$ cat src/design/bfha_pkg.sv
// ----------------------------------------------------------------------------
// bfha_pkg: shared types and constants of the best-fit heap allocator
// Holds the request and response beats, status codes, tag bits and the
// sequencer state type.
// ----------------------------------------------------------------------------
package bfha_pkg;

  localparam int HEAP_BYTES_DEF = 4096;
  localparam int MIN_POS_W      = 13;
  localparam int NEED_W         = 13;

  localparam int TAG_BUSY_BIT = 0;
  localparam int TAG_PREV_BIT = 1;

  localparam logic [0:0] REQ_ALLOC = 1'b0;
  localparam logic [0:0] REQ_FREE  = 1'b1;

  localparam logic [1:0] ST_OK       = 2'd0;
  localparam logic [1:0] ST_NO_FIT   = 2'd1;
  localparam logic [1:0] ST_BAD_ADDR = 2'd2;
  localparam logic [1:0] ST_DBL_FREE = 2'd3;

  typedef struct packed {
    logic        req_type;
    logic [11:0] req_bytes;
    logic [11:0] payload_offset;
  } req_t;

  typedef struct packed {
    logic [11:0] granted_offset;
    logic [1:0]  status;
  } rsp_t;

  typedef enum logic [4:0] {
    S_INIT0,
    S_INIT1,
    S_INIT2,
    S_IDLE,
    S_AL_WALK,
    S_AL_DECIDE,
    S_AL_W2,
    S_AL_W3,
    S_AL_NX,
    S_FR_WALK,
    S_FR_NEXT,
    S_FR_PFOOT,
    S_FR_PHEAD,
    S_FR_W1,
    S_FR_W2,
    S_FR_W3,
    S_DONE
  } state_t;

endpackage

$ cat src/design/bfha_ctrl.sv
// ----------------------------------------------------------------------------
// bfha_ctrl: allocator sequencer
// Walks the block list one tag a cycle through the tag memory, tracks the
// best fit, then splits, merges and patches tags in a few further steps.
// ----------------------------------------------------------------------------
module bfha_ctrl #(
  parameter int HEAP_BYTES = bfha_pkg::HEAP_BYTES_DEF,
  parameter int AW         = 10,
  parameter int TW         = 13
) (
  input  logic            clk,
  input  logic            rst,
  input  logic            start,
  input  bfha_pkg::req_t  req,
  output logic            busy,
  output logic            done,
  output bfha_pkg::rsp_t  rsp,
  output logic            we,
  output logic [AW-1:0]   waddr,
  output logic [TW-1:0]   wdata,
  output logic [AW-1:0]   raddr,
  input  logic [TW-1:0]   rdata
);

  localparam int PW_RAW = $clog2(HEAP_BYTES) + 1;
  localparam int PW     = (PW_RAW > bfha_pkg::MIN_POS_W) ? PW_RAW : bfha_pkg::MIN_POS_W;
  localparam logic [PW-1:0] END_POS = PW'(HEAP_BYTES - 4);
  localparam logic [PW-1:0] FIRST   = PW'(4);
  localparam logic [PW-1:0] FOUR    = PW'(4);
  localparam logic [PW-1:0] EIGHT   = PW'(8);

  bfha_pkg::state_t state, state_next;

  logic [PW-1:0] pos, pos_next;
  logic [PW-1:0] best, best_next;
  logic [PW-1:0] bsz, bsz_next;
  logic          bprev, bprev_next;
  logic          found, found_next;
  logic [PW-1:0] need, need_next;
  logic [PW-1:0] target, target_next;
  logic [TW-1:0] tagr, tagr_next;
  logic [PW-1:0] start_pos, start_pos_next;
  logic [PW-1:0] total, total_next;
  logic          prevbit, prevbit_next;
  bfha_pkg::rsp_t res, res_next;

  logic [PW-1:0] rsize, tsize, npos, raddr_pos, waddr_pos;
  logic          rbusy;
  logic [12:0]   req_ext;

  assign rsize = PW'({rdata[TW-1:3], 3'b000});
  assign tsize = PW'({tagr[TW-1:3], 3'b000});
  assign rbusy = rdata[bfha_pkg::TAG_BUSY_BIT];
  assign npos  = pos + rsize;
  assign req_ext = 13'(req.req_bytes);

  assign raddr = raddr_pos[AW+1:2];
  assign waddr = waddr_pos[AW+1:2];
  assign busy  = (state != bfha_pkg::S_IDLE);
  assign done  = (state == bfha_pkg::S_DONE);
  assign rsp   = res;

  always_ff @(posedge clk) begin
    if (rst) begin
      state <= bfha_pkg::S_INIT0;
    end else begin
      state <= state_next;
    end
    pos       <= pos_next;
    best      <= best_next;
    bsz       <= bsz_next;
    bprev     <= bprev_next;
    found     <= found_next;
    need      <= need_next;
    target    <= target_next;
    tagr      <= tagr_next;
    start_pos <= start_pos_next;
    total     <= total_next;
    prevbit   <= prevbit_next;
    res       <= res_next;
  end

  always_comb begin
    state_next     = state;
    pos_next       = pos;
    best_next      = best;
    bsz_next       = bsz;
    bprev_next     = bprev;
    found_next     = found;
    need_next      = need;
    target_next    = target;
    tagr_next      = tagr;
    start_pos_next = start_pos;
    total_next     = total;
    prevbit_next   = prevbit;
    res_next       = res;
    we             = 1'b0;
    waddr_pos      = FIRST;
    wdata          = '0;
    raddr_pos      = FIRST;
    case (state)
      bfha_pkg::S_INIT0: begin
        we         = 1'b1;
        waddr_pos  = FIRST;
        wdata      = TW'(HEAP_BYTES - 8) | TW'(1 << bfha_pkg::TAG_PREV_BIT);
        state_next = bfha_pkg::S_INIT1;
      end
      bfha_pkg::S_INIT1: begin
        we         = 1'b1;
        waddr_pos  = END_POS - FOUR;
        wdata      = TW'(HEAP_BYTES - 8);
        state_next = bfha_pkg::S_INIT2;
      end
      bfha_pkg::S_INIT2: begin
        we         = 1'b1;
        waddr_pos  = END_POS;
        wdata      = TW'(1 << bfha_pkg::TAG_BUSY_BIT);
        state_next = bfha_pkg::S_IDLE;
      end
      bfha_pkg::S_IDLE: begin
        if (start) begin
          pos_next   = FIRST;
          found_next = 1'b0;
          raddr_pos  = FIRST;
          res_next.granted_offset = '0;
          if (req.req_type == bfha_pkg::REQ_ALLOC) begin
            need_next  = (req_ext <= 13'd4) ? EIGHT
                         : PW'((req_ext + 13'd11) & ~13'd7);
            state_next = bfha_pkg::S_AL_WALK;
          end else if (req.payload_offset < 12'd8 || req.payload_offset[2:0] != 3'd0) begin
            res_next.status = bfha_pkg::ST_BAD_ADDR;
            state_next      = bfha_pkg::S_DONE;
          end else begin
            target_next = PW'(req.payload_offset) - FOUR;
            state_next  = bfha_pkg::S_FR_WALK;
          end
        end
      end
      bfha_pkg::S_AL_WALK: begin
        if (!rbusy && rsize >= need && (!found || rsize < bsz)) begin
          found_next = 1'b1;
          best_next  = pos;
          bsz_next   = rsize;
          bprev_next = rdata[bfha_pkg::TAG_PREV_BIT];
        end
        if (rsize == '0 || npos >= END_POS) begin
          state_next = bfha_pkg::S_AL_DECIDE;
        end else begin
          pos_next  = npos;
          raddr_pos = npos;
        end
      end
      bfha_pkg::S_AL_DECIDE: begin
        if (!found) begin
          res_next.granted_offset = '0;
          res_next.status         = bfha_pkg::ST_NO_FIT;
          state_next              = bfha_pkg::S_DONE;
        end else if (bsz > need) begin
          we         = 1'b1;
          waddr_pos  = best + need;
          wdata      = TW'(bsz - need) | TW'(1 << bfha_pkg::TAG_PREV_BIT);
          state_next = bfha_pkg::S_AL_W2;
        end else begin
          we         = 1'b1;
          waddr_pos  = best;
          wdata      = TW'(bsz) | TW'({bprev, 1'b1});
          raddr_pos  = best + bsz;
          state_next = bfha_pkg::S_AL_NX;
        end
      end
      bfha_pkg::S_AL_W2: begin
        we         = 1'b1;
        waddr_pos  = best + bsz - FOUR;
        wdata      = TW'(bsz - need);
        state_next = bfha_pkg::S_AL_W3;
      end
      bfha_pkg::S_AL_W3: begin
        we         = 1'b1;
        waddr_pos  = best;
        wdata      = TW'(need) | TW'({bprev, 1'b1});
        res_next.granted_offset = 12'(best + FOUR);
        res_next.status         = bfha_pkg::ST_OK;
        state_next = bfha_pkg::S_DONE;
      end
      bfha_pkg::S_AL_NX: begin
        we         = 1'b1;
        waddr_pos  = best + bsz;
        wdata      = rdata | TW'(1 << bfha_pkg::TAG_PREV_BIT);
        res_next.granted_offset = 12'(best + FOUR);
        res_next.status         = bfha_pkg::ST_OK;
        state_next = bfha_pkg::S_DONE;
      end
      bfha_pkg::S_FR_WALK: begin
        if (pos == target) begin
          if (!rbusy) begin
            res_next.status = bfha_pkg::ST_DBL_FREE;
            state_next      = bfha_pkg::S_DONE;
          end else begin
            tagr_next  = rdata;
            raddr_pos  = target + rsize;
            state_next = bfha_pkg::S_FR_NEXT;
          end
        end else if (rsize == '0 || pos > target || npos >= END_POS) begin
          res_next.status = bfha_pkg::ST_BAD_ADDR;
          state_next      = bfha_pkg::S_DONE;
        end else begin
          pos_next  = npos;
          raddr_pos = npos;
        end
      end
      bfha_pkg::S_FR_NEXT: begin
        total_next = rbusy ? tsize : tsize + rsize;
        if (!tagr[bfha_pkg::TAG_PREV_BIT]) begin
          raddr_pos  = target - FOUR;
          state_next = bfha_pkg::S_FR_PFOOT;
        end else begin
          start_pos_next = target;
          prevbit_next   = 1'b1;
          state_next     = bfha_pkg::S_FR_W1;
        end
      end
      bfha_pkg::S_FR_PFOOT: begin
        start_pos_next = target - rsize;
        total_next     = total + rsize;
        raddr_pos      = target - rsize;
        state_next     = bfha_pkg::S_FR_PHEAD;
      end
      bfha_pkg::S_FR_PHEAD: begin
        prevbit_next = rdata[bfha_pkg::TAG_PREV_BIT];
        state_next   = bfha_pkg::S_FR_W1;
      end
      bfha_pkg::S_FR_W1: begin
        we         = 1'b1;
        waddr_pos  = start_pos;
        wdata      = TW'(total) | TW'({prevbit, 1'b0});
        state_next = bfha_pkg::S_FR_W2;
      end
      bfha_pkg::S_FR_W2: begin
        we         = 1'b1;
        waddr_pos  = start_pos + total - FOUR;
        wdata      = TW'(total);
        raddr_pos  = start_pos + total;
        state_next = bfha_pkg::S_FR_W3;
      end
      bfha_pkg::S_FR_W3: begin
        we         = 1'b1;
        waddr_pos  = start_pos + total;
        wdata      = rdata & ~TW'(1 << bfha_pkg::TAG_PREV_BIT);
        res_next.status = bfha_pkg::ST_OK;
        state_next = bfha_pkg::S_DONE;
      end
      bfha_pkg::S_DONE: begin
        state_next = bfha_pkg::S_IDLE;
      end
      default: begin
        state_next = bfha_pkg::S_IDLE;
      end
    endcase
  end

endmodule

$ cat config.mk
export PLATFORM = sky130hd
export DESIGN_NAME = bfha_ctrl
export DESIGN_NICKNAME = d
export VERILOG_FILES = /design/src/design/bfha_pkg.sv /design/src/design/bfha_ctrl.sv
export SDC_FILE = /design/constraint.sdc
export NUM_CORES = 1
export LEC_CHECK = 0
export ABC_AREA = 1
export CORE_MARGIN = 10
export CORE_UTILIZATION = 35
export CTS_BUF_LIST = sky130_fd_sc_hd__clkbuf_2
export CTS_CLUSTER_DIAMETER = 60
export DETAILED_ROUTE_END_ITERATION = 10
export DONT_BUFFER_PORTS = 1
export PLACE_DENSITY_LB_ADDON = 0.05
export SLEW_MARGIN = 5
export SYNTH_ARGS = -nofsm -noshare
export SYNTH_HDL_FRONTEND = slang
export SYNTH_SLANG_ARGS = --single-unit
$ cat constraint.sdc
create_clock -name clk -period 3.78 [get_ports clk]
set_clock_uncertainty 0.15 [all_clocks]
set_input_delay 0.189 -clock clk [delete_from_list [all_inputs] [get_ports clk]]
set_output_delay 0.189 -clock clk [all_outputs]
set_load 0.05 [all_outputs]
Word-level counts from Yosys, hierarchy flattened
Cells that the tools add are included.

$add $sub $neg: 15. Order comparisons: 7. Equality and inequality tests: 30. Muxes and demuxes: 50. Bitwise gates (word level): 5. Reduce and logical (&&, ||, !) cells: 32.

Operators by type and width (count): $pmux W13 S10 (1); $mux W12 (10); $pmux W12 S9 (1); $mux W13 (7); $pmux W12 S6 (1); $pmux W5 S13 (1); $add A12 B12 Y12 (4); $eq A5 B4 Y1 const B (8); $mux W5 (8); $add A13 B13 Y13 (3); $or A13 B2 Y13 (3); $pmux W13 S3 (1); $pmux W12 S3 (1); $sub A12 B3 Y12 const B (3); $mux W14 (2); $gt A13 B13 Y1 (2); $pmux W13 S2 (1); $pmux W12 S2 (1); $eq A5 B3 Y1 const B (4); $ne A2 B2 Y1 const B (10); $reduce_and A3 Y1 (5); $add A12 B4 Y13 const B (1); $eq A13 B13 Y1 (1); $ge A13 B12 Y1 const B (1); other kinds (35) (59).

Register bits: 120. Bits of input ports: 41. Output and inout port bits: 50. Logic and storage cells: 154.

Longest topological paths before layout
Gate-level depths: netlist of run 1.

Depth in word-level cells: 6. Depth in mapped cells: 17. Mapped depth without buffers: 17.

Least setup slack after synthesis of run 1
OpenSTA, ideal clock, no wires.

Path kind: reg2out. From: register bsz[3]. To: output wdata[4]. Arrival time: 2.858 ns. Data required time: 3.441 ns. Slack: 0.583 ns. Stages on the path, launching flop included: 15. Buffers on the path: 1. Path through: edfxtp_1 -> inv_1 -> ha_1 -> inv_1 -> fa_1 -> nand3_1 -> nand2_1 -> nand2_1 -> nand3_1 -> a21oi_1 -> nand2_1 -> nand2_2 -> nand2_2 -> buf_2 -> o221ai_1.

Longest elaborated chain between the ends: 4. Elaborated cells between the ends (all ways): 5. Those cells by class: add/sub: 1; order compare: 1; mux: 3.

RTL lines: start: declaration (RTL line bfha_ctrl.sv:36) `logic [PW-1:0] bsz, bsz_next;`; start signal: assignment (RTL line bfha_ctrl.sv:71) `bsz <= bsz_next;`; $sub A13 B13 Y13 or $gt A13 B13 Y1 (tied branches) (RTL line bfha_ctrl.sv:161, bfha_ctrl.sv:174, bfha_ctrl.sv:158); $mux W13 (RTL line bfha_ctrl.sv:158) `end else if (bsz > need) begin`; $mux W13 (RTL line bfha_ctrl.sv:154) `if (!found) begin`; $pmux W13 S10 * (RTL line bfha_ctrl.sv:101) `case (state)`; end: declaration (RTL line bfha_ctrl.sv:20) `output logic [TW-1:0] wdata,`.

Mark *: on every way between the ends. The rest lies on a longest branch, timed or not.

Worst setup path in the final report of run 1
From: register bsz[3]. To: output waddr[3].

Longest elaborated chain between the ends: 4. Elaborated cells between the ends (all ways): 6. Those cells by class: add/sub: 2; order compare: 1; mux: 3.

RTL lines: parallel branches: the longest is 3 deep, another holds $add A12 B12 Y12; $pmux W12 S9 * (RTL line bfha_ctrl.sv:101); end: declaration (RTL line bfha_ctrl.sv:19) `output logic [AW-1:0] waddr,`.

Mark *: on every way between the ends.

==> results of run 1 <==
synthesized netlist by cell type (all sizes together) (4+ instances only):
library cell / n
o211ai: 16
ha: 110
o221ai: 13
or2: 7
nor2: 138
nor3b: 4
inv: 216
xor2: 32
o21bai: 8
clkbuf: 7
nand3: 102
edfxtp: 97
nand4: 41
nand3b: 7
o21ai: 66
nor3: 22
nor4: 6
a21o: 4
a21oi: 87
o22ai: 14
a31oi: 10
a211oi: 6
dfxtp: 5
buf: 12
fa: 9
a221oi: 14
o2111ai: 8
nand2: 293
xnor2: 18
worst max-delay path by stage:
stage	to	slack [ps]	depth (start not counted)
finish	waddr[3]	80	10
global route	raddr[7]	-60	17
CTS	raddr[7]	-100	17
detailed placement	raddr[7]	440	17
global placement	raddr[7]	480	17
floorplan	wdata[4]	580	14
worst reg2reg max path: stages, from the launching register on:
cell,delay (ps)
edfxtp_1,500
buf_4,160
buf_4,130
ha_1,360
nand3_1,150
nor2_1,50
nand2_1,150
nor2_2,70
nand2_2,130
clkinv_4,130
buf_4,160
buf_4,130
nor4_1,400
nand3_1,140
o21ai_1,130
dlygate4sd3_1,550
inv_1,30
per-layer routing:
metal | GRT usage [%] | vias up | part of all wire, %
li1 | - | 5176 | -
met1 | 30.15 | 5127 | 42
met2 | 38.79 | 393 | 46
met3 | 3.845 | 98 | 6.7
met4 | 10.35 | 2 | 5.2
met5 | 0 | - | 0.11
power by group through the flow:
stage / Clock (uW) / Combinational (uW) / Sequential (uW)
floorplan: 0 / 1850 / 1470
global placement: 0 / 2590 / 1540
detailed placement: 0 / 2590 / 1540
CTS: 712 / 2740 / 1510
global route: 744 / 3140 / 1510
finish: 689 / 2930 / 1500
sequential cells by signal (all words and copies together) (netlist names), 9 cells and up:
| register | cells |
|---|---|
| best | 9 |
| bsz | 10 |
| need | 10 |
| pos | 10 |
| rsp | 11 |
| start_pos | 10 |
| tagr | 11 |
| target | 13 |
| total | 10 |
cells by family after synthesis:
logic type                 synth area share, %
buffers and inverters                    8.944
muxes                                  0.09656
adders and majority gates                15.02
xor gates and xnor gates                 4.297
AOI/OAI and AO/OA                        15.33
DFF                                      29.06
and+or+nand+nor                          27.22
other                                  0.03618
per-stage QoR:
stage | area, um2 | setup slack, ps | hold slack, ps | setup TNS, ps
finish | 12920 | 75.41 | 35.11 | 0
global route | 12920 | -55.37 | 23.32 | -272.1
CTS | 12210 | -96.37 | 1.685 | -96.37
detailed placement | 11180 | 441.4 | 111.0 | 0
global placement | 11180 | 475.6 | 113.6 | 0
floorplan | 10370 | 582.9 | 108.1 | 0
final cells by class:
type / instances / area share [%]
clock buffer: 9 / 0.3485
inverter: 218 / 6.429
clock inverter: 7 / 0.7939
multi-input combinational: 1055 / 52.87
sequential: 102 / 23.34
antenna: 5 / 0.09682
tap: 384 / 3.718
timing repair buffer: 183 / 12.40
repair_timing:
item                                    in CTS  in global routing
hold endpoints to repair                   120                  1
endpoints found under the setup margin      29                 29
gates resized for setup                     31                 97
hold buffers                                71                  1
setup buffers                               11                 44
pin swaps                                    7                 35
gates cloned                                 0                  0
==> metrics.md, run 1 <==
| Metric | Value |
|---|---|
| Data arrival, critical path | `3370 ps` |
| Clock share of power | `a little over an eighth` |
| Worst stage delay on the critical path | `500 ps` |
| Clock Root Buffer | `clkbuf_2` |
| Avg Vias per Cell | `5.500` |
| Largest cells by area after synthesis | `edfxtp_1, ha_1, nand2_1, inv_1, nand3_1` |
| CTS tree | `done` |
| Hold depth | `5` |
| Tcrit/Tclk final | `98.01%` |
| Register area | `between 0.003 and 0.004 mm2` |
| Area grow syn2layout | `24.67%` |
| Worst slew margin | `38.04%` |
| Power share of the sequential group | `29.3%` |
| Die area | `0.03690 mm2` |
| Most used DFF post-synth | `edfxtp_1` |
| Setup Crit Path Kind | `reg -> out` |
| Reg2Reg Launch Point | `pos[3]` |
| Flops & latches, synth | `102` |
| CP Cell Sequence | `buf_6 > ha_4 > fa_2 > xor2_4 > nand2_1 > o21a_4 > buf_4 > xor2_1 > o211ai_1 > buf_4` |
| Max H-tree Level | `3` |
| Combinational share of power | `57.3%` |
| Minimum clock period | `3705 ps` |
| Most frequent cells in the layout | `nand2_1, inv_1, nor2_1, buf_4, ha_1` |
| Max_cap viols | `0` |
| Post-synth EDFFs | `97` |
| Most common cell after layout, fill and taps aside | `nand2_1` |
| Total gr overflow | `0` |
| Starting Density | `a little over a third` |
| DRC | `0` |
| Post-synth top area cell | `edfxtp_1` |
| Total clock sinks | `slightly above 100` |
| Mapped Cells | `1,392` |
| Multi-input gate area | `approximately 0.0068 mm2` |
| Worst-path clk slew | `340 ps` |
| Filler Cell Count | `2,939` |
| Clk buf depth | `2` |
| Final slew viol count | `0` |
| Worst min-delay path startpoint | `rdata[4]` |
| Int Power | `about 2500 uW` |
| Crit-path max FO | `3` |
| I/O Pins | `91` |
| CTS Buf Count | `9` |
| IO buf count | `0` |
| Cell Count, Final, Fillers Out | `1,963` |
| Min-delay worst type | `in -> reg` |
| Routed len/inst | `approximately 23 um` |
| Final setup viols | `0` |
| Vias post-DR | `10,800` |
| Max Clk Rate | `269.9 MHz` |
| Layout cells sized above 1 | `17.03%` |
| Hold Fails Final Rpt | `0` |
| Syn_area_per_cell | `7.447 um2` |
| Worst r2r dst | `state[1]` |
| Hpwl dp | `between 30 and 40 mm` |
| 1st-iter DRT viols | `1,107` |
| RSZ-0062 raised after global routing | `true` |
| Net Switching | `2606 uW` |
| Vias in the first global route | `10,290` |
| Cell family with most CP delay | `adder cells` |
| ANT nets after route | `0` |
| Post-synth ARST share | `0%` |
| Synth Warn # | `0` |
| Critical path buffers and inverters | `3` |
| Post-Route WL | `44.53 mm` |
| Largest net degree at the start of global routing | `27` |
| CP endpoint kind | `primary output` |
| Run status | `finished clean` |
| Final #Nets | `1,729` |
| Global-route wire length before repair | `64.94 mm` |
| Worst-Skew Late Latency | `approximately 710 ps` |
| CP dominant cell by count | `buf_4` |
| Power Density | `between 300 and 400 mW/mm2` |
| Die height | `slightly below 200 um` |
| Tot GR Track Use | `23.68%` |
| Rows | `62` |
| Pleak | `0.005885 uW` |
| Worst-Margin Slew | `924.3 ps` |
| Crit. Startpoint | `bsz[3]` |
| Switch share | `50.84%` |
| Core Box Area | `0.02894 mm2` |
| Initial antenna violation count | `4` |
| Die width | `192.1 um` |
| R2r setup slk | `250 ps` |
| Post-synth cell types | `60` |
| Post-layout util | `44.66%` |
| Final GP Congestion | `between 0.9 and 1` |
| Design Power | `5125 uW` |
| DRT Pass-1 Iters | `6` |
| Sequential cell area fraction in the yosys report | `between 20% and 30%` |
| Cell Area, Synth | `between 0.01 and 0.015 mm2` |
| Startpoint types | `register` |
| Reg2Reg Depth | `16` |
| Crit-path slowest cell | `edfxtp_1` |
| Hold EP | `pos[6]` |
| Peak VDD IR | `0.2066 mV` |
| Worst Path Required | `around 3400 ps` |
| Share of the synthesized area in the top cell type | `around 28%` |
| Cell count after placement | `1,816` |
(Power assumes the default switching activity.)
==> inputs of run 2 (changes only) <==
--- a/config.mk
+++ b/config.mk
@@ -12,7 +12,7 @@
 export CTS_CLUSTER_DIAMETER = 60
 export DETAILED_ROUTE_END_ITERATION = 10
 export DONT_BUFFER_PORTS = 1
-export PLACE_DENSITY_LB_ADDON = 0.05
+export PLACE_DENSITY = 0.46
 export SLEW_MARGIN = 5
 export SYNTH_ARGS = -nofsm -noshare
 export SYNTH_HDL_FRONTEND = slang
==> run 2 against run 1 <==
  * Combinational power grew 6%
  * Die area is the same
  * Sequential share of layout area shrank 0.63 points
  * Register-to-register slack gained 50 ps
  * Core utilization grew 1.2 points
  * Via count grew 0.57%
  * Critical path depth grew 5
  * Setup slack gained 39 ps
  * Global-route usage grew 0.76 points
  * Cell count grew 0.36%
  * Critical path type unchanged
  * Critical endpoint is now waddr[8]
  * Highest routed layer is now met4
==> metrics.md, run 2 (synthesis gave the netlist of run 1 again) <==
| Metric | Value |
|---|---|
| Biggest register | `target (unchanged)` |
| Area after DPL | `0.01113 mm2 (was 0.01118 mm2)` |
| Post-Route WL | `45.68 mm (was 44.53 mm)` |
| Most frequent cells in the layout | `nand2_1, inv_1, nor2_1, edfxtp_1, ha_1 (was nand2_1, inv_1, nor2_1, buf_4, ha_1)` |
| Min-delay worst type | `in -> reg (unchanged)` |
| Final GP Congestion | `0.9641 (was 0.9701)` |
| Run status | `finished clean (unchanged)` |
| Critical path buffers and inverters | `2 (was 3)` |
| Filler Cell Count | `2,940 (was 2,939)` |
| Initial antenna violation count | `4 (unchanged)` |
| Crit-path max FO | `3 (unchanged)` |
| Largest net degree at the start of global routing | `22 (was 27)` |
| Clk buf depth | `2 (unchanged)` |
| DRT Pass-1 Iters | `5 (was 6)` |
| Worst Path Required | `3440 ps (about the same)` |
| ANT nets after route | `0 (unchanged)` |
| Cell family with most CP delay | `simple AND/OR/NAND/NOR gates (was adder cells)` |
| Final slew viol count | `0 (unchanged)` |
| Reg2Reg Depth | `18 (was 16)` |
| CP Cell Sequence | `ha_4 > fa_2 > a21oi_2 > o21ai_2 > xor2_2 > nand2_1 > nand2_2 > inv_2 > nand3_4 > nor2_4 > nand2_1 > nand2_1 > nand3_2 > nand2_2 > buf_8 (was buf_6 > ha_4 > fa_2 > xor2_4 > nand2_1 > o21a_4 > buf_4 > xor2_1 > o211ai_1 > buf_4)` |
| Rows | `62 (unchanged)` |
| IO buf count | `0 (unchanged)` |
| CTS Buf Count | `9 (unchanged)` |
| Core Box Area | `0.02894 mm2 (unchanged)` |
| Die width | `192.1 um (unchanged)` |
| Worst slew margin | `33.83% (was 38.04%)` |
| Max FFs per register | `13 (unchanged)` |
| Register area | `0.003014 mm2 (was 0.003017 mm2)` |
| Avg Vias per Cell | `5.512 (was 5.500)` |
| Setup Crit Path Kind | `reg -> out (unchanged)` |
| Global-route wire length before repair | `66.33 mm (was 64.94 mm)` |
| 1st-iter DRT viols | `908 (was 1,107)` |
| WP depth | `15 (was 10)` |
| Crit-path slowest cell | `edfxtp_1 (unchanged)` |
| Minimum clock period | `3666 ps (was 3705 ps)` |
| Worst stage delay on the critical path | `620 ps (was 500 ps)` |
| Min Hold Slack | `109.9 ps (was 35.11 ps)` |
| CP dominant cell by count | `nand2_1 (was buf_4)` |
| Routed len/inst | `23.19 um (was 22.69 um)` |
| Max Clk Rate | `272.8 MHz (was 269.9 MHz)` |
| DRC | `0 (unchanged)` |
| Final setup viols | `0 (unchanged)` |
| Starting Density | `35.83% (unchanged)` |
| Pleak | `0.005938 uW (was 0.005885 uW)` |
| Data arrival, critical path | `3330 ps (was 3370 ps)` |
| Total gr overflow | `0 (unchanged)` |
| Multi-input gate area | `0.007074 mm2 (was 0.006833 mm2)` |
| Area grow syn2layout | `28.01% (was 24.67%)` |
| Vias in the first global route | `10,510 (was 10,290)` |
| RSZ-0062 raised after global routing | `true (unchanged)` |
| Design area | `0.01327 mm2 (was 0.01292 mm2)` |
| Hpwl dp | `33.95 mm (was 33.76 mm)` |
| Power Density | `391.4 mW/mm2 (was 396.6 mW/mm2)` |
| Vias post-DR | `10,860 (was 10,800)` |
| Design Power | `5195 uW (was 5125 uW)` |
| Total clock sinks | `102 (unchanged)` |
| Tot GR Track Use | `24.44% (was 23.68%)` |
| Max_cap viols | `0 (unchanged)` |
| Max H-tree Level | `3 (unchanged)` |
| Final #Nets | `1,738 (was 1,729)` |
| I/O Pins | `91 (unchanged)` |
| Worst-path clk slew | `350 ps (was 340 ps)` |
| Peak VDD IR | `0.2224 mV (was 0.2066 mV)` |
| Tcrit/Tclk final | `96.98% (was 98.01%)` |
| Most common cell after layout, fill and taps aside | `nand2_1 (unchanged)` |
| Die height | `192.1 um (unchanged)` |
| Post-layout util | `45.86% (was 44.66%)` |
| Hold Fails Final Rpt | `0 (unchanged)` |
| Hold depth | `5 (unchanged)` |
| Worst-Margin Slew | `986.0 ps (was 924.3 ps)` |
| Startpoint types | `register (unchanged)` |
| Die area | `0.03690 mm2 (unchanged)` |
| Clock Root Buffer | `clkbuf_2 (unchanged)` |
| CP endpoint kind | `primary output (unchanged)` |
| CTS tree | `done (unchanged)` |
| Layout cells sized above 1 | `18.64% (was 17.03%)` |
| Worst-Skew Late Latency | `750 ps (was 710 ps)` |
[run 2: worst paths after layout]
kind | start | to | slack [ps]
setup / recovery | best[3] | waddr[8] | 110
hold / removal | rdata[5] | found | 110
setup reg to reg | pos[3] | rsp[0] | 300
hold reg to reg | pos[6] | best[6] | 410
[run 2: per-stage QoR]
step | std cells | TNS (ps) | setup WS (ps)
after floorplan | 1394 | 0 | 582.9
after global placement | 1809 | 0 | 353.8
after detailed placement | 1809 | 0 | 339.8
after CTS | 1921 | 0 | 0.2673
after global routing | 1968 | -1132 | -95.95
final | 1970 | 0 | 114.2
[run 2: layout make-up]
class	count	area share [%]
well taps	384	3.621
clock buffers	10	0.3771
inverters	218	6.355
flip-flops and latches	102	22.71
multi-input cells	1056	53.31
repair inverters	1	0.06600
clock inverters	6	0.5374
repair buffers	190	12.96
diodes	3	0.05657
[run 2: where the power goes]
part	switching, uW	internal (uW)	total [uW]
registers	134	1340	1470
clock network	450	163	614
logic	2080	1030	3110
[run 2: layer usage]
metal / global-route usage (%) / wire length, um
met1: 29.95 / 19500
met2: 38.87 / 20740
met3: 5.785 / 2867
met4: 13.45 / 2565
met5: 0 / 0
[run 2: worst reg2reg max path, delay by kind of cell (launching register included)]
kind / cells / cell delay [ps]
buffers and inverters: 6 / 990
flip-flops: 1 / 500
AND/OR/NAND/NOR: 10 / 960
adder cells (fa/ha/maj): 2 / 640
[run 2: repair_timing]
| item | 4_1_cts | 5_1_grt |
|---|---|---|
| resized for setup | 62 | 108 |
| buffers inserted | 19 | 45 |
| pin swaps | 14 | 46 |
| hold buffers | 76 | 0 |
| gates cloned | 1 | 1 |
| endpoints found under the setup margin | 29 | 29 |
| endpoints found under the hold margin | 119 | 0 |
